`config.mk`:
```
export PLATFORM = sky130hd
export DESIGN_NAME = synth_voice_allocator
export DESIGN_NICKNAME = d
export VERILOG_FILES = /design/src/hdl/sva_pkg.sv /design/src/hdl/sva_note_stack.sv /design/src/hdl/sva_voice_pool.sv /design/src/hdl/sva_seq.sv /design/src/hdl/synth_voice_allocator.sv
export SDC_FILE = /design/constraint.sdc
export NUM_CORES = 1
export LEC_CHECK = 0
export BUFFER_PORTS_ARGS = -buffer_cell sky130_fd_sc_hd__buf_4
export CAP_MARGIN = 20
export CORE_ASPECT_RATIO = 0.5
export CORE_MARGIN = 4
export CORE_UTILIZATION = 42
export DETAILED_ROUTE_END_ITERATION = 16
export PLACE_DENSITY = 0.58
export RECOVER_POWER = 25
export SLEW_MARGIN = 15
export SYNTH_ARGS = -nofsm -noshare
export SYNTH_HDL_FRONTEND = slang
export SYNTH_SLANG_ARGS = --single-unit
```
`constraint.sdc`:
```
create_clock -name clk -period 6.3 [get_ports clk]
set_input_delay 0.63 -clock clk [delete_from_list [all_inputs] [get_ports clk]]
set_output_delay 0.63 -clock clk [all_outputs]
set_load 0.03 [all_outputs]
```
`src/hdl/sva_pkg.sv`:
```
`timescale 1ns / 1ps
// Shared constants, types and sequencer states of the voice allocator.
package sva_pkg;

    localparam int VOICE_COUNT = 6;
    localparam int STACK_DEPTH = 16;
    localparam int MAX_RESULTS = 7;

    localparam int VOICE_W = (VOICE_COUNT > 1) ? $clog2(VOICE_COUNT) : 1;
    localparam int VCNT_W  = $clog2(VOICE_COUNT + 1);
    localparam int SADDR_W = $clog2(STACK_DEPTH);
    localparam int SCNT_W  = $clog2(STACK_DEPTH + 1);
    localparam int RCNT_W  = $clog2(MAX_RESULTS + 1);

    typedef logic [6:0]             midi_t;
    typedef logic [VOICE_W-1:0]     voice_t;
    typedef logic [VCNT_W-1:0]      vcnt_t;
    typedef logic [VOICE_COUNT-1:0] vmask_t;
    typedef logic [SADDR_W-1:0]     saddr_t;
    typedef logic [SCNT_W-1:0]      scnt_t;
    typedef logic [SCNT_W:0]        ssum_t;
    typedef logic [RCNT_W-1:0]      rcnt_t;

    localparam logic CMD_ON      = 1'b0;
    localparam logic CMD_OFF     = 1'b1;
    localparam logic ACT_TRIGGER = 1'b0;
    localparam logic ACT_RELEASE = 1'b1;

    typedef struct packed {
        logic  cmd;
        midi_t note;
        midi_t vel;
    } evt_t;

    typedef struct packed {
        logic       action;
        logic [2:0] voice_index;
        midi_t      note_pitch;
        midi_t      note_velocity;
        logic       last;
    } res_t;

    typedef struct packed {
        logic   alloc;
        logic   rel;
        voice_t voice;
        midi_t  note;
        voice_t scan;
    } pool_cmd_t;

    typedef struct packed {
        logic   alloc_ok;
        voice_t alloc_voice;
        logic   scan_busy;
        midi_t  scan_pitch;
    } pool_stat_t;

    typedef struct packed {
        logic   we;
        logic   re;
        saddr_t addr;
        midi_t  wdata;
    } stack_cmd_t;

    typedef enum logic [3:0] {
        ST_IDLE,
        ST_PON,
        ST_MON,
        ST_SCAN,
        ST_MOFF,
        ST_FRD,
        ST_FWR,
        ST_MRD,
        ST_MTRIG,
        ST_MREL,
        ST_REL
    } seq_state_t;

endpackage

```
`src/hdl/sva_note_stack.sv`:
```
`timescale 1ns / 1ps
// Mono note stack memory: one shared address, registered read data.
module sva_note_stack (
    input  logic                clk,
    input  sva_pkg::stack_cmd_t cmd,
    output sva_pkg::midi_t      rdata
);

    sva_pkg::midi_t mem [sva_pkg::STACK_DEPTH];
    sva_pkg::midi_t rdata_reg;

    always_ff @(posedge clk)
    begin
        if (cmd.we)
        begin
            mem[cmd.addr] <= cmd.wdata;
        end
        if (cmd.re)
        begin
            rdata_reg <= mem[cmd.addr];
        end
    end

    assign rdata = rdata_reg;

endmodule

```
`src/hdl/sva_voice_pool.sv`:
```
`timescale 1ns / 1ps
// Voice pool: per-voice note table, free voice FIFO and age queue.
module sva_voice_pool (
    input  logic                clk,
    input  logic                rst_n,
    input  sva_pkg::pool_cmd_t  cmd,
    output sva_pkg::pool_stat_t stat
);

    sva_pkg::voice_t free_reg [sva_pkg::VOICE_COUNT];
    sva_pkg::voice_t free_next [sva_pkg::VOICE_COUNT];
    sva_pkg::vcnt_t  free_cnt_reg;
    sva_pkg::vcnt_t  free_cnt_next;
    sva_pkg::voice_t age_reg [sva_pkg::VOICE_COUNT];
    sva_pkg::voice_t age_next [sva_pkg::VOICE_COUNT];
    sva_pkg::vcnt_t  age_cnt_reg;
    sva_pkg::vcnt_t  age_cnt_next;
    sva_pkg::vmask_t busy_reg;
    sva_pkg::vmask_t busy_next;
    sva_pkg::midi_t  pitch_reg [sva_pkg::VOICE_COUNT];
    sva_pkg::midi_t  pitch_next [sva_pkg::VOICE_COUNT];

    logic            steal;
    logic            alloc_ok;
    sva_pkg::voice_t alloc_voice;
    logic            hit_found;
    sva_pkg::vcnt_t  hit_pos;

    assign steal       = (free_cnt_reg == '0) && (age_cnt_reg != '0);
    assign alloc_ok    = (free_cnt_reg != '0) || (age_cnt_reg != '0);
    assign alloc_voice = steal ? age_reg[0] : free_reg[0];

    assign stat.alloc_ok    = alloc_ok;
    assign stat.alloc_voice = alloc_voice;
    assign stat.scan_busy   = busy_reg[cmd.scan];
    assign stat.scan_pitch  = pitch_reg[cmd.scan];

    always_comb
    begin
        hit_found = 1'b0;
        hit_pos   = '0;
        for (int i = 0; i < sva_pkg::VOICE_COUNT; i++)
        begin
            if (!hit_found && (sva_pkg::vcnt_t'(i) < age_cnt_reg) && (age_reg[i] == cmd.voice))
            begin
                hit_found = 1'b1;
                hit_pos   = sva_pkg::vcnt_t'(i);
            end
        end
    end

    always_comb
    begin
        free_next     = free_reg;
        free_cnt_next = free_cnt_reg;
        age_next      = age_reg;
        age_cnt_next  = age_cnt_reg;
        busy_next     = busy_reg;
        pitch_next    = pitch_reg;

        if (cmd.alloc && alloc_ok)
        begin
            if (steal)
            begin
                // rotate the oldest voice to the young end
                for (int i = 0; i < sva_pkg::VOICE_COUNT - 1; i++)
                begin
                    age_next[i] = age_reg[i + 1];
                end
                for (int i = 0; i < sva_pkg::VOICE_COUNT; i++)
                begin
                    if (sva_pkg::vcnt_t'(i) == age_cnt_reg - 1'b1)
                    begin
                        age_next[i] = alloc_voice;
                    end
                end
            end
            else
            begin
                for (int i = 0; i < sva_pkg::VOICE_COUNT - 1; i++)
                begin
                    free_next[i] = free_reg[i + 1];
                end
                free_cnt_next = free_cnt_reg - 1'b1;
                if (age_cnt_reg < sva_pkg::vcnt_t'(sva_pkg::VOICE_COUNT))
                begin
                    for (int i = 0; i < sva_pkg::VOICE_COUNT; i++)
                    begin
                        if (sva_pkg::vcnt_t'(i) == age_cnt_reg)
                        begin
                            age_next[i] = alloc_voice;
                        end
                    end
                    age_cnt_next = age_cnt_reg + 1'b1;
                end
            end
            for (int i = 0; i < sva_pkg::VOICE_COUNT; i++)
            begin
                if (sva_pkg::voice_t'(i) == alloc_voice)
                begin
                    busy_next[i]  = 1'b1;
                    pitch_next[i] = cmd.note;
                end
            end
        end

        if (cmd.rel)
        begin
            for (int i = 0; i < sva_pkg::VOICE_COUNT; i++)
            begin
                if (sva_pkg::voice_t'(i) == cmd.voice)
                begin
                    busy_next[i] = 1'b0;
                end
            end
            if (free_cnt_reg < sva_pkg::vcnt_t'(sva_pkg::VOICE_COUNT))
            begin
                for (int i = 0; i < sva_pkg::VOICE_COUNT; i++)
                begin
                    if (sva_pkg::vcnt_t'(i) == free_cnt_reg)
                    begin
                        free_next[i] = cmd.voice;
                    end
                end
                free_cnt_next = free_cnt_reg + 1'b1;
            end
            if (hit_found)
            begin
                for (int i = 0; i < sva_pkg::VOICE_COUNT - 1; i++)
                begin
                    if (sva_pkg::vcnt_t'(i) >= hit_pos)
                    begin
                        age_next[i] = age_reg[i + 1];
                    end
                end
                age_cnt_next = age_cnt_reg - 1'b1;
            end
        end
    end

    always_ff @(posedge clk or negedge rst_n)
    begin
        if (!rst_n)
        begin
            for (int i = 0; i < sva_pkg::VOICE_COUNT; i++)
            begin
                free_reg[i] <= sva_pkg::voice_t'(i);
            end
            free_cnt_reg <= sva_pkg::vcnt_t'(sva_pkg::VOICE_COUNT);
            age_cnt_reg  <= '0;
            busy_reg     <= '0;
        end
        else
        begin
            free_reg     <= free_next;
            free_cnt_reg <= free_cnt_next;
            age_cnt_reg  <= age_cnt_next;
            busy_reg     <= busy_next;
        end
    end

    always_ff @(posedge clk)
    begin
        age_reg   <= age_next;
        pitch_reg <= pitch_next;
    end

`ifndef SYNTHESIS
    a_pool_conserved: assert property (@(posedge clk) disable iff (!rst_n)
        (int'(free_cnt_reg) + int'(age_cnt_reg)) == sva_pkg::VOICE_COUNT)
        else $error("voice pool lost or duplicated a voice");

    a_release_aged: assert property (@(posedge clk) disable iff (!rst_n)
        cmd.rel |-> hit_found)
        else $error("released voice missing from age queue");

    a_one_op: assert property (@(posedge clk) disable iff (!rst_n)
        !(cmd.alloc && cmd.rel))
        else $error("allocate and release in the same cycle");
`endif

endmodule

```
`src/hdl/sva_seq.sv`:
```
`timescale 1ns / 1ps
// Event sequencer: shared compare unit, voice scan, mono stack control and result emission.
module sva_seq (
    input  logic                clk,
    input  logic                rst_n,
    input  logic                mono_mode,
    input  logic                evt_valid,
    output logic                evt_stall,
    input  sva_pkg::evt_t       evt_data,
    input  logic                out_free,
    output logic                emit_valid,
    output sva_pkg::res_t       emit_data,
    output sva_pkg::pool_cmd_t  pool_cmd,
    input  sva_pkg::pool_stat_t pool_stat,
    output sva_pkg::stack_cmd_t stack_cmd,
    input  sva_pkg::midi_t      stack_rdata
);

    sva_pkg::seq_state_t state_reg, state_next;
    sva_pkg::evt_t       evt_reg, evt_next;
    sva_pkg::vmask_t     mask_reg, mask_next;
    sva_pkg::voice_t     scan_reg, scan_next;
    sva_pkg::rcnt_t      rcnt_reg, rcnt_next;
    sva_pkg::scnt_t      mono_cnt_reg, mono_cnt_next;
    sva_pkg::saddr_t     mono_base_reg, mono_base_next;
    sva_pkg::midi_t      mono_pitch_reg, mono_pitch_next;
    sva_pkg::midi_t      mono_vel_reg, mono_vel_next;
    sva_pkg::scnt_t      fi_reg, fi_next;
    sva_pkg::scnt_t      fk_reg, fk_next;

    sva_pkg::midi_t  cmp_a;
    logic            cmp_eq;
    logic            stack_we;
    logic            stack_re;
    sva_pkg::scnt_t  stack_off;
    sva_pkg::midi_t  stack_wdata;
    sva_pkg::ssum_t  stack_sum;
    sva_pkg::voice_t rel_voice;
    sva_pkg::vmask_t rel_onehot;
    sva_pkg::vmask_t rel_rest;
    logic            emit_ok;

    function automatic sva_pkg::res_t make_res(
        input logic            act,
        input sva_pkg::voice_t v,
        input sva_pkg::midi_t  p,
        input sva_pkg::midi_t  vl,
        input logic            fin
    );
        sva_pkg::res_t r;
        r.action        = act;
        r.voice_index   = 3'(v);
        r.note_pitch    = p;
        r.note_velocity = vl;
        r.last          = fin;
        return r;
    endfunction

    // shared compare unit
    always_comb
    begin
        case (state_reg)
            sva_pkg::ST_SCAN: cmp_a = pool_stat.scan_pitch;
            sva_pkg::ST_MOFF: cmp_a = mono_pitch_reg;
            default:          cmp_a = stack_rdata;
        endcase
    end

    assign cmp_eq = (cmp_a == evt_reg.note);

    // ring address: base plus offset, wrapped
    always_comb
    begin
        stack_sum = sva_pkg::ssum_t'(mono_base_reg) + sva_pkg::ssum_t'(stack_off);
        if (stack_sum >= sva_pkg::ssum_t'(sva_pkg::STACK_DEPTH))
        begin
            stack_sum = stack_sum - sva_pkg::ssum_t'(sva_pkg::STACK_DEPTH);
        end
    end

    assign stack_cmd.we    = stack_we;
    assign stack_cmd.re    = stack_re;
    assign stack_cmd.addr  = stack_sum[sva_pkg::SADDR_W-1:0];
    assign stack_cmd.wdata = stack_wdata;

    always_comb
    begin
        rel_voice  = '0;
        rel_onehot = '0;
        for (int i = sva_pkg::VOICE_COUNT - 1; i >= 0; i--)
        begin
            if (mask_reg[i])
            begin
                rel_voice     = sva_pkg::voice_t'(i);
                rel_onehot    = '0;
                rel_onehot[i] = 1'b1;
            end
        end
        rel_rest = mask_reg & ~rel_onehot;
    end

    assign emit_ok = (rcnt_reg < sva_pkg::rcnt_t'(sva_pkg::MAX_RESULTS));

    always_comb
    begin
        state_next      = state_reg;
        evt_next        = evt_reg;
        mask_next       = mask_reg;
        scan_next       = scan_reg;
        rcnt_next       = rcnt_reg;
        mono_cnt_next   = mono_cnt_reg;
        mono_base_next  = mono_base_reg;
        mono_pitch_next = mono_pitch_reg;
        mono_vel_next   = mono_vel_reg;
        fi_next         = fi_reg;
        fk_next         = fk_reg;
        evt_stall       = 1'b1;
        emit_valid      = 1'b0;
        emit_data       = '0;
        pool_cmd        = '0;
        pool_cmd.note   = evt_reg.note;
        pool_cmd.scan   = scan_reg;
        stack_we        = 1'b0;
        stack_re        = 1'b0;
        stack_off       = '0;
        stack_wdata     = evt_reg.note;

        unique case (state_reg)
            sva_pkg::ST_IDLE:
            begin
                evt_stall = 1'b0;
                if (evt_valid)
                begin
                    evt_next  = evt_data;
                    mask_next = '0;
                    scan_next = '0;
                    rcnt_next = '0;
                    if (evt_data.cmd == sva_pkg::CMD_OFF)
                    begin
                        state_next = sva_pkg::ST_SCAN;
                    end
                    else if (mono_mode)
                    begin
                        state_next = sva_pkg::ST_MON;
                    end
                    else
                    begin
                        state_next = sva_pkg::ST_PON;
                    end
                end
            end

            sva_pkg::ST_PON:
            begin
                if (!pool_stat.alloc_ok)
                begin
                    state_next = sva_pkg::ST_IDLE;
                end
                else if (out_free)
                begin
                    pool_cmd.alloc = 1'b1;
                    emit_valid     = 1'b1;
                    emit_data      = make_res(sva_pkg::ACT_TRIGGER, pool_stat.alloc_voice,
                                              evt_reg.note, evt_reg.vel, 1'b1);
                    if (pool_stat.alloc_voice == '0)
                    begin
                        mono_pitch_next = evt_reg.note;
                        mono_vel_next   = evt_reg.vel;
                    end
                    state_next = sva_pkg::ST_IDLE;
                end
            end

            sva_pkg::ST_MON:
            begin
                if (out_free)
                begin
                    stack_we = 1'b1;
                    if (mono_cnt_reg == sva_pkg::scnt_t'(sva_pkg::STACK_DEPTH))
                    begin
                        // drop the oldest entry: overwrite it and advance the base
                        stack_off = '0;
                        if (mono_base_reg == sva_pkg::saddr_t'(sva_pkg::STACK_DEPTH - 1))
                        begin
                            mono_base_next = '0;
                        end
                        else
                        begin
                            mono_base_next = mono_base_reg + 1'b1;
                        end
                    end
                    else
                    begin
                        stack_off     = mono_cnt_reg;
                        mono_cnt_next = mono_cnt_reg + 1'b1;
                    end
                    emit_valid      = 1'b1;
                    emit_data       = make_res(sva_pkg::ACT_TRIGGER, '0, evt_reg.note,
                                               evt_reg.vel, 1'b1);
                    mono_pitch_next = evt_reg.note;
                    mono_vel_next   = evt_reg.vel;
                    state_next      = sva_pkg::ST_IDLE;
                end
            end

            sva_pkg::ST_SCAN:
            begin
                for (int i = 0; i < sva_pkg::VOICE_COUNT; i++)
                begin
                    if (sva_pkg::voice_t'(i) == scan_reg)
                    begin
                        mask_next[i] = pool_stat.scan_busy && cmp_eq;
                    end
                end
                if (scan_reg == sva_pkg::voice_t'(sva_pkg::VOICE_COUNT - 1))
                begin
                    if (mono_mode)
                    begin
                        state_next = sva_pkg::ST_MOFF;
                    end
                    else
                    begin
                        mono_cnt_next = '0;
                        state_next    = sva_pkg::ST_REL;
                    end
                end
                else
                begin
                    scan_next = scan_reg + 1'b1;
                end
            end

            sva_pkg::ST_MOFF:
            begin
                if (!cmp_eq)
                begin
                    fi_next    = '0;
                    fk_next    = '0;
                    state_next = sva_pkg::ST_FRD;
                end
                else if (mono_cnt_reg > sva_pkg::scnt_t'(1))
                begin
                    mono_cnt_next = mono_cnt_reg - 1'b1;
                    state_next    = sva_pkg::ST_MRD;
                end
                else
                begin
                    mono_cnt_next = '0;
                    state_next    = sva_pkg::ST_MREL;
                end
            end

            sva_pkg::ST_FRD:
            begin
                if (fi_reg == mono_cnt_reg)
                begin
                    mono_cnt_next = fk_reg;
                    state_next    = sva_pkg::ST_REL;
                end
                else
                begin
                    stack_re   = 1'b1;
                    stack_off  = fi_reg;
                    state_next = sva_pkg::ST_FWR;
                end
            end

            sva_pkg::ST_FWR:
            begin
                // keep entries that differ from the released pitch
                if (!cmp_eq)
                begin
                    stack_we    = 1'b1;
                    stack_off   = fk_reg;
                    stack_wdata = stack_rdata;
                    fk_next     = fk_reg + 1'b1;
                end
                fi_next    = fi_reg + 1'b1;
                state_next = sva_pkg::ST_FRD;
            end

            sva_pkg::ST_MRD:
            begin
                stack_re   = 1'b1;
                stack_off  = mono_cnt_reg - 1'b1;
                state_next = sva_pkg::ST_MTRIG;
            end

            sva_pkg::ST_MTRIG:
            begin
                if (out_free)
                begin
                    emit_valid      = 1'b1;
                    emit_data       = make_res(sva_pkg::ACT_TRIGGER, '0, stack_rdata,
                                               mono_vel_reg, mask_reg == '0);
                    mono_pitch_next = stack_rdata;
                    rcnt_next       = rcnt_reg + 1'b1;
                    state_next      = sva_pkg::ST_REL;
                end
            end

            sva_pkg::ST_MREL:
            begin
                if (out_free)
                begin
                    emit_valid = 1'b1;
                    emit_data  = make_res(sva_pkg::ACT_RELEASE, '0, evt_reg.note,
                                          evt_reg.vel, mask_reg == '0);
                    rcnt_next  = rcnt_reg + 1'b1;
                    state_next = sva_pkg::ST_REL;
                end
            end

            sva_pkg::ST_REL:
            begin
                if (mask_reg == '0)
                begin
                    state_next = sva_pkg::ST_IDLE;
                end
                else if (!emit_ok || out_free)
                begin
                    pool_cmd.rel   = 1'b1;
                    pool_cmd.voice = rel_voice;
                    mask_next      = rel_rest;
                    if (emit_ok)
                    begin
                        emit_valid = 1'b1;
                        emit_data  = make_res(sva_pkg::ACT_RELEASE, rel_voice, evt_reg.note,
                                              evt_reg.vel,
                                              (rel_rest == '0) ||
                                              (rcnt_reg == sva_pkg::rcnt_t'(sva_pkg::MAX_RESULTS - 1)));
                        rcnt_next  = rcnt_reg + 1'b1;
                    end
                end
            end

            default:
            begin
                state_next = sva_pkg::ST_IDLE;
            end
        endcase
    end

    always_ff @(posedge clk or negedge rst_n)
    begin
        if (!rst_n)
        begin
            state_reg      <= sva_pkg::ST_IDLE;
            mask_reg       <= '0;
            scan_reg       <= '0;
            rcnt_reg       <= '0;
            mono_cnt_reg   <= '0;
            mono_base_reg  <= '0;
            mono_pitch_reg <= '0;
            mono_vel_reg   <= '0;
            fi_reg         <= '0;
            fk_reg         <= '0;
        end
        else
        begin
            state_reg      <= state_next;
            mask_reg       <= mask_next;
            scan_reg       <= scan_next;
            rcnt_reg       <= rcnt_next;
            mono_cnt_reg   <= mono_cnt_next;
            mono_base_reg  <= mono_base_next;
            mono_pitch_reg <= mono_pitch_next;
            mono_vel_reg   <= mono_vel_next;
            fi_reg         <= fi_next;
            fk_reg         <= fk_next;
        end
    end

    always_ff @(posedge clk)
    begin
        evt_reg <= evt_next;
    end

`ifndef SYNTHESIS
    a_emit_slot: assert property (@(posedge clk) disable iff (!rst_n)
        emit_valid |-> out_free)
        else $error("result emitted while output slot is occupied");

    a_filter_read: assert property (@(posedge clk) disable iff (!rst_n)
        (state_reg == sva_pkg::ST_FWR) |-> $past(stack_re))
        else $error("stack compare without a preceding read");

    a_alloc_emits: assert property (@(posedge clk) disable iff (!rst_n)
        pool_cmd.alloc |-> (emit_valid && emit_data.last))
        else $error("voice allocated without its trigger transaction");
`endif

endmodule

```
`src/hdl/synth_voice_allocator.sv`:
```
`timescale 1ns / 1ps
// Voice allocator top level: config register, result register, sequencer, pool and note stack.
//
//  Channel  Dir  Handshake      Payload
//  evt      in   valid / stall  evt_t: cmd, note, vel
//  res      out  valid / stall  res_t: action, voice_index, note_pitch, note_velocity, last
//  cfg      in   valid / ready  mono_mode, 1 bit
//
// A note-off runs a voice scan through the shared comparator and then releases the matching voices
// one at a time; in mono mode, before those releases, it releases voice 0, retriggers the previous
// note, or filters the released pitch out of the note stack when it is not the sounding one.
// Reset queues voices 0 to VOICE_COUNT-1 as free, empties the age queue and note stack, clears
// mono_mode. A stalled result holds the sequencer; evt_stall stays high until the transaction
// is done.
module synth_voice_allocator (
    input  logic          clk,
    input  logic          rst_n,
    input  logic          evt_valid,
    output logic          evt_stall,
    input  sva_pkg::evt_t evt_data,
    output logic          res_valid,
    input  logic          res_stall,
    output sva_pkg::res_t res_data,
    input  logic          cfg_valid,
    output logic          cfg_ready,
    input  logic          cfg_data
);

    logic                mono_mode_reg, mono_mode_next;
    logic                res_valid_reg, res_valid_next;
    sva_pkg::res_t       res_data_reg, res_data_next;
    logic                out_free;
    logic                emit_valid;
    sva_pkg::res_t       emit_data;
    sva_pkg::pool_cmd_t  pool_cmd;
    sva_pkg::pool_stat_t pool_stat;
    sva_pkg::stack_cmd_t stack_cmd;
    sva_pkg::midi_t      stack_rdata;

    assign cfg_ready = 1'b1;
    assign out_free  = !res_valid_reg || !res_stall;

    always_comb
    begin
        mono_mode_next = mono_mode_reg;
        if (cfg_valid && cfg_ready)
        begin
            mono_mode_next = cfg_data;
        end

        res_valid_next = res_valid_reg;
        res_data_next  = res_data_reg;
        if (emit_valid)
        begin
            res_valid_next = 1'b1;
            res_data_next  = emit_data;
        end
        else if (!res_stall)
        begin
            res_valid_next = 1'b0;
        end
    end

    always_ff @(posedge clk or negedge rst_n)
    begin
        if (!rst_n)
        begin
            mono_mode_reg <= 1'b0;
            res_valid_reg <= 1'b0;
        end
        else
        begin
            mono_mode_reg <= mono_mode_next;
            res_valid_reg <= res_valid_next;
        end
    end

    always_ff @(posedge clk)
    begin
        res_data_reg <= res_data_next;
    end

    assign res_valid = res_valid_reg;
    assign res_data  = res_data_reg;

    sva_seq u_seq (
        .clk         (clk),
        .rst_n       (rst_n),
        .mono_mode   (mono_mode_reg),
        .evt_valid   (evt_valid),
        .evt_stall   (evt_stall),
        .evt_data    (evt_data),
        .out_free    (out_free),
        .emit_valid  (emit_valid),
        .emit_data   (emit_data),
        .pool_cmd    (pool_cmd),
        .pool_stat   (pool_stat),
        .stack_cmd   (stack_cmd),
        .stack_rdata (stack_rdata)
    );

    sva_voice_pool u_pool (
        .clk   (clk),
        .rst_n (rst_n),
        .cmd   (pool_cmd),
        .stat  (pool_stat)
    );

    sva_note_stack u_stack (
        .clk   (clk),
        .cmd   (stack_cmd),
        .rdata (stack_rdata)
    );

endmodule
```
==> Word level (Yosys, flattened, before mapping) <==
Memories as Yosys holds them, arrays and structs flattened. A register that Yosys moved wholly into a read port is not among the register bits.
Index checks and enable logic that the tools add are counted.
{ "word_totals": {"word_cells": 407, "in_bits": 21, "ff_bits": 174, "ramBits": 112, "n_memories": 1, "out_inout_bits": 22} }
{ "op_classes": {"n_bitwise": 3, "eq_ne": 79, "mux": 176, "n_lt_le_gt_ge": 18, "addsub": 13, "reduce_logical": 72} }
{ "mem_list": {"columns": ["name", "depth", "word_bits", "rd", "rd_clocked_by_memory_dff", "wr", "line", "rtl"], "rows": [
  ["u_stack.mem", 16, 7, 1, 1, 1, "sva_note_stack.sv:9", "sva_pkg::midi_t mem [sva_pkg::STACK_DEPTH];"]
]} }
{ "ops": {"columns": ["operator", "n"], "rows": [
  ["2-to-1 mux 3 bit", 47],
  ["2-to-1 mux 18 bit", 6],
  ["2-to-1 mux 19 bit", 5],
  ["one-hot mux 19 bit (5 select lines)", 1],
  ["2-to-1 mux 7 bit", 13],
  ["2-to-1 mux 15 bit", 6],
  ["2-to-1 mux 6 bit", 11],
  ["2-to-1 mux 5 bit", 13],
  ["2-to-1 mux 4 bit", 16],
  ["one-hot mux 4 bit (10 select lines)", 1],
  ["one-hot mux 5 bit (4 select lines)", 2],
  ["2-to-1 mux 1 bit", 39],
  ["!= test 2 x 1 -> 1 bit (second input constant)", 19],
  ["equality test 2 x 3 -> 1 bit (first input constant)", 12],
  ["equality test 3 bit (first input constant)", 12],
  ["AND reduction 5 bit", 7],
  ["one-hot mux 7 bit (2 select lines)", 2],
  ["binary-select mux 7 bit (select 3 bit)", 1],
  ["one-hot mux 7 bit (3 select lines)", 1],
  ["one-hot mux 5 bit (2 select lines)", 2],
  ["equality test 1 x 3 -> 1 bit (first input constant)", 6],
  ["equality test 3 bit", 6],
  ["logical NOT 3 bit", 6],
  ["one-hot mux 6 bit (3 select lines)", 1],
  ["51 further kinds", 126]
]} }

==> Longest topological paths before layout <==
{ "logic_depth": {"ltp_word": 36, "ltp_mapped": 22, "ltp_nobuf": 18} }

==> Hierarchy <==
From an unflattened synthesis, not the netlist that was laid out.
{ "hier_totals": {"cells_unflattened": 1179, "area_unflattened_um2": 14591.5} }
{ "by_module_without_submodules": {"columns": ["module", "cells_per_inst", "area_per_inst_um2", "n_inst", "seq_area_each_um2"], "rows": [
  ["sva_voice_pool", 444, 4823.4, 1, 2413.6],
  ["sva_note_stack", 205, 4589.4, 1, 3573.4],
  ["sva_seq", 504, 4520.6, 1, 1646.6],
  ["synth_voice_allocator", 26, 658.1, 1, 620.6]
]} }

==> Worst setup path after synthesis <==
No wires, ideal clock.
{ "synth_path": {"path_kind": "register to register", "startpoint": "register u_seq.scan_reg[0]", "endpoint": "memory u_stack.mem[1][0] in the netlist's numbering, enable pin", "setup_ps": 360, "period_less_slack_ps": 5201, "required_ps": 5940, "path_buffers": 3, "stages_incl_launch_ff": 20, "t_arrival_ps": 4841, "slack_ps": 1099, "path_cell_list": "dfrtp_1 buf_6 mux2_4 a222oi_1 xor2_1 o2111ai_1 a2111o_1 nor2_1 nor2_1 clkbuf_1 a221o_1 ha_1 a21o_1 a21oi_1 xnor2_1 nor4_1 a41oi_2 buf_6 a211o_1 nor2_1"} }
{ "synth_between": {"elab_chain_len": 11, "elab_cells_between_ends": 16, "classes_between": "2 x add/sub; 1 x order compare; 1 x eq/ne; 11 x mux; 1 x bitwise"} }
{ "synth_lines": {"columns": ["element", "line", "rtl"], "rows": [
  ["start, declared", "sva_seq.sv:22", "sva_pkg::voice_t scan_reg, scan_next;"],
  ["start signal, assigned", "sva_seq.sv:363", "scan_reg <= scan_next;"],
  ["NOT 3 -> 4 bit (not written as such) *", "sva_voice_pool.sv:36", "assign stat.scan_pitch = pitch_reg[cmd.scan];"],
  ["binary-select mux 7 bit (select 3 bit) *", "sva_voice_pool.sv:36", null],
  ["2-to-1 mux 7 bit (not written as such) * (2 in series)", "sva_voice_pool.sv:36", null],
  ["one-hot mux 7 bit (2 select lines) *", "sva_seq.sv:62", "case (state_reg)"],
  ["equality test 7 bit *", "sva_seq.sv:69", "assign cmp_eq = (cmp_a == evt_reg.note);"],
  ["2-to-1 mux 5 bit", "sva_seq.sv:271", "if (!cmp_eq)"],
  ["one-hot mux 5 bit (4 select lines)", "sva_seq.sv:128", "unique case (state_reg)"],
  ["adder 4 x 5 -> 6 bit", "sva_seq.sv:74", "stack_sum = sva_pkg::ssum_t'(mono_base_reg) + sva_pkg::ssum_t'(stack_off);"],
  ["greater-or-equal comparator 6 x 5 -> 1 bit / subtractor 4 x 1 -> 4 bit (equally long branches)", "sva_seq.sv:75, sva_seq.sv:77", null],
  ["2-to-1 mux 4 bit", "sva_seq.sv:75", "if (stack_sum >= sva_pkg::ssum_t'(sva_pkg::STACK_DEPTH))"],
  ["end, declared", "sva_note_stack.sv:9", null]
]} }
Mark *: on every way between the ends. The rest lies on a longest branch, timed or not. The select of a mux whose other input is x is not followed.

==> Worst setup path in the final report <==
{ "layout_path": {"startpoint": "register u_seq.scan_reg[0]", "endpoint": "memory u_stack.mem[14][3] in the netlist's numbering, enable pin"} }
The elaborated chain is that of the path after synthesis.

==> metrics.txt <==
Pre-Repair DR Iteration Count=5; sequential cell area fraction in the yosys report=around 57%; CP max FO=14; H-tree depth=1; Cell Area, Placed=between 0.015 and 0.02 mm²; Fmax achieved=roughly 170 MHz; clock share of power=24.9%; Peak VDD IR=0.000163 V; Filler cells=3035; Gate power share=a little over a third; gr ovfl total=0; Starting DRT DRC Count=between 800 and 900; vias in the first global route=9856; yosys warns=0; outcome=finished with violations; DRC=0; layout cell share with drive strength beyond 1=approximately 17%; final setup margin=~430 ps; core area=0.0336 mm²; failing checks=max-capacitance violations, max-slew violations; gr usage total=between 10% and 20%; initial antenna violation count=0; dpl hpwl=25400 µm; largest net degree at the start of global routing=66; Synth async-reset ratio=about 28%; net switching power=roughly 2.7 mW; Multi-input gate area=about 0.0060 mm²; sw frac=between 30 and 40%; Post-Route WL=36600 µm; Synth Register Bits=a little under 300; Reg clk slew, reported paths=~70 ps; Vias/cell=5.79; Placer Congestion=just under 0.9; number of setup violations in the final report=0; internal power=approximately 4.6 mW; maximum clock insertion buffer count=3; CTS sink count=roughly 290; Critical Path RT=roughly 6500 ps; Avg Inst Size Synth=~12 µm²; Die Area=0.0379 mm²; ranking of synthesized cells by area=edfxtp_1 (41%), dfrtp_1 (12%), mux4_2 (4.5%), mux2_2 (4.0%), nor2_1 (3.4%); global-route track usage on met3=under 10%; met1 Usage GRT=a little over a quarter; most frequent cells in the layout=edfxtp_1 (197), nor2_1 (126), nand2_1 (95); post-synth top area cell=edfxtp_1; Startpoint Class=flop; root buffer cell=clkbuf_16; DR vias=about 10000; Rel. slew slack=-153%; most common cell after layout, fill and taps aside=edfxtp_1; mapped cell area=0.0146 mm²; Worst setup EP type=flop; post-route minimum period=just under 6000 ps; global-route wire length before repair=about 57000 µm; # diodes=0; power per cell area=about 440 mW/mm²; Final nets=~1300; worst slew pin tran=approximately 3800 ps; met2 Track Usage GR=a little under a third; setup TNS=0 ps; Unique masters post-synth=between 80 and 90; critical path class=reg2reg; Top FF cell, synth=edfxtp_1; fin crit share=around 93%; Hold Crit Class=in2reg; Rows=47; Post-CTS Setup Bufs=0; die height=roughly 140 µm; Skew-Pair Late Insertion Delay=around 560 ps; RSZ-0062 raised after global routing=false; Layout area overhead=12.2%; Leakage=5.86 nW; Final Instance Area=~0.016 mm²; Avg WL per Cell=about 21 µm; TritonCTS clock tree=built; Num CTS Buffers=28; Die Width=271 µm; Post-Place Setup Slack=249 ps; post-synth top area share=40.6%; EDFF count, synth=slightly below 200; Seq pwr share=between 30% and 40%; Syn Inst Count=1208; Worst Clk Skew=~12 ps; Fin. Hold Viols=0; Syn Nets=approximately 1300; Top Usage Layer GRT=met2; Reg area=about 0.0083 mm²; Routed Antenna Nets=0; Pins Over Slew Limit=between 60 and 70; PortBufs=between 40 and 50; max reg flops=between 100 and 150; # Max-Cap Violations=1; Initial Util=between 40% and 50%; IO Pins=43; Worst EP arrival=6070 ps
[cell usage after synthesis (19+ instances only)]
cell / instances
inv_1: 30
mux4_2: 29
o21ai_0: 77
nor2_1: 130
dfrtp_1: 72
nand2b_1: 19
a21oi_1: 49
mux2i_1: 25
nand2_1: 95
a22o_1: 31
o22ai_1: 30
edfxtp_1: 197
nor3_1: 26
xnor2_1: 21
clkbuf_1: 45
ha_1: 28
mux2_2: 52
[worst paths after layout]
| check | slack, ps | start | end | cells past startpoint |
|---|---|---|---|---|
| setup / recovery | 430 | u_seq.scan_reg[0]$_DFFE_PN0P_ | u_stack.mem[14][3]$_DFFE_PP_ | 16 |
| hold / removal | 270 | evt_data[0] | u_seq.evt_reg[0]$_DFFE_PP_ | 1 |
| setup reg to reg | 430 | u_seq.scan_reg[0]$_DFFE_PN0P_ | u_stack.mem[14][3]$_DFFE_PP_ | 16 |
| hold reg to reg | 490 | u_pool.free_reg[2]$_DFFE_PN1P_ | u_pool.free_reg[2]$_DFFE_PN1P_ | 2 |
| max in group asynchronous | 1170 | rst_n | u_seq.scan_reg[0]$_DFFE_PN0P_ | 3 |
| min in group asynchronous | 750 | rst_n | u_pool.free_reg[17]$_DFF_PN0_ | 2 |
[power groups by stage]
stage / registers [mW] / logic (mW) / clock network (mW)
final: 2.83 / 2.63 / 1.81
after global routing: 2.87 / 2.89 / 1.93
after CTS: 2.83 / 2.69 / 1.84
after detailed placement: 2.87 / 2.68 / 0
after global placement: 2.86 / 2.63 / 0
after floorplan: 2.84 / 1.87 / 0
[layout make-up]
cell class	count	area share (%)
clock buffers	35	4.57
clock inverters	17	1.40
inverters	30	0.690
multi-input cells	821	36.5
flip-flops and latches	293	50.6
well taps	465	3.56
repair buffers	70	2.77
[stage by stage]
| stage | utilization (%) | power, mW | hold slack (ps) | std cells |
|---|---|---|---|---|
| global placement | 45.8 | 5.49 | 470 | 1676 |
| detailed placement | 45.8 | 5.55 | 483 | 1678 |
| global route | 48.5 | 7.69 | 241 | 1731 |
| CTS | 48.8 | 7.36 | 218 | 1731 |
| finish | 48.5 | 7.26 | 267 | 1731 |
| floorplan | - | 4.70 | 334 | 1208 |
[worst max-delay path: stages, from the launching register on]
cell and delay [ps]:
dfrtp_2 580, mux2_1 360, a222oi_1 510, xor2_1 190
o2111ai_1 120, a2111o_1 460, nor2_1 310, nor2_1 150
a221o_1 360, ha_1 280, a21o_1 170, a21oi_1 260
xnor2_1 280, nor4_1 120, a41oi_2 520, nand4b_2 310
nor2_1 520
[logic make-up (layout without fill, tap and decap cells)]
group                      after synthesis  after routing  synth area share [%]
and+or+nand+nor                        356            356                  11.6
DFF                                    293            293                  56.7
AOI/OAI and AO/OA                      286            286                  13.3
muxes                                  112            112                  10.9
buffers and inverters                   94            152                  2.68
xor gates and xnor gates                36             36                  2.17
adders and majority gates               30             30                  2.61
other                                    1              1                0.0258
[what timing repair did]
item                       in CTS  in global routing
setup endpoints to repair       0                112
gates resized for setup         0                  5
hold buffers                    1                  0
hold endpoints to repair       12                  0
[routing by layer]
metal	up-vias	share of wire [%]
li1	4639	-
met1	5001	45
met2	326	47
met3	54	5.4
met4	0	2.3
met5	-	0
Note: power is estimated with default switching activity, not from simulation.
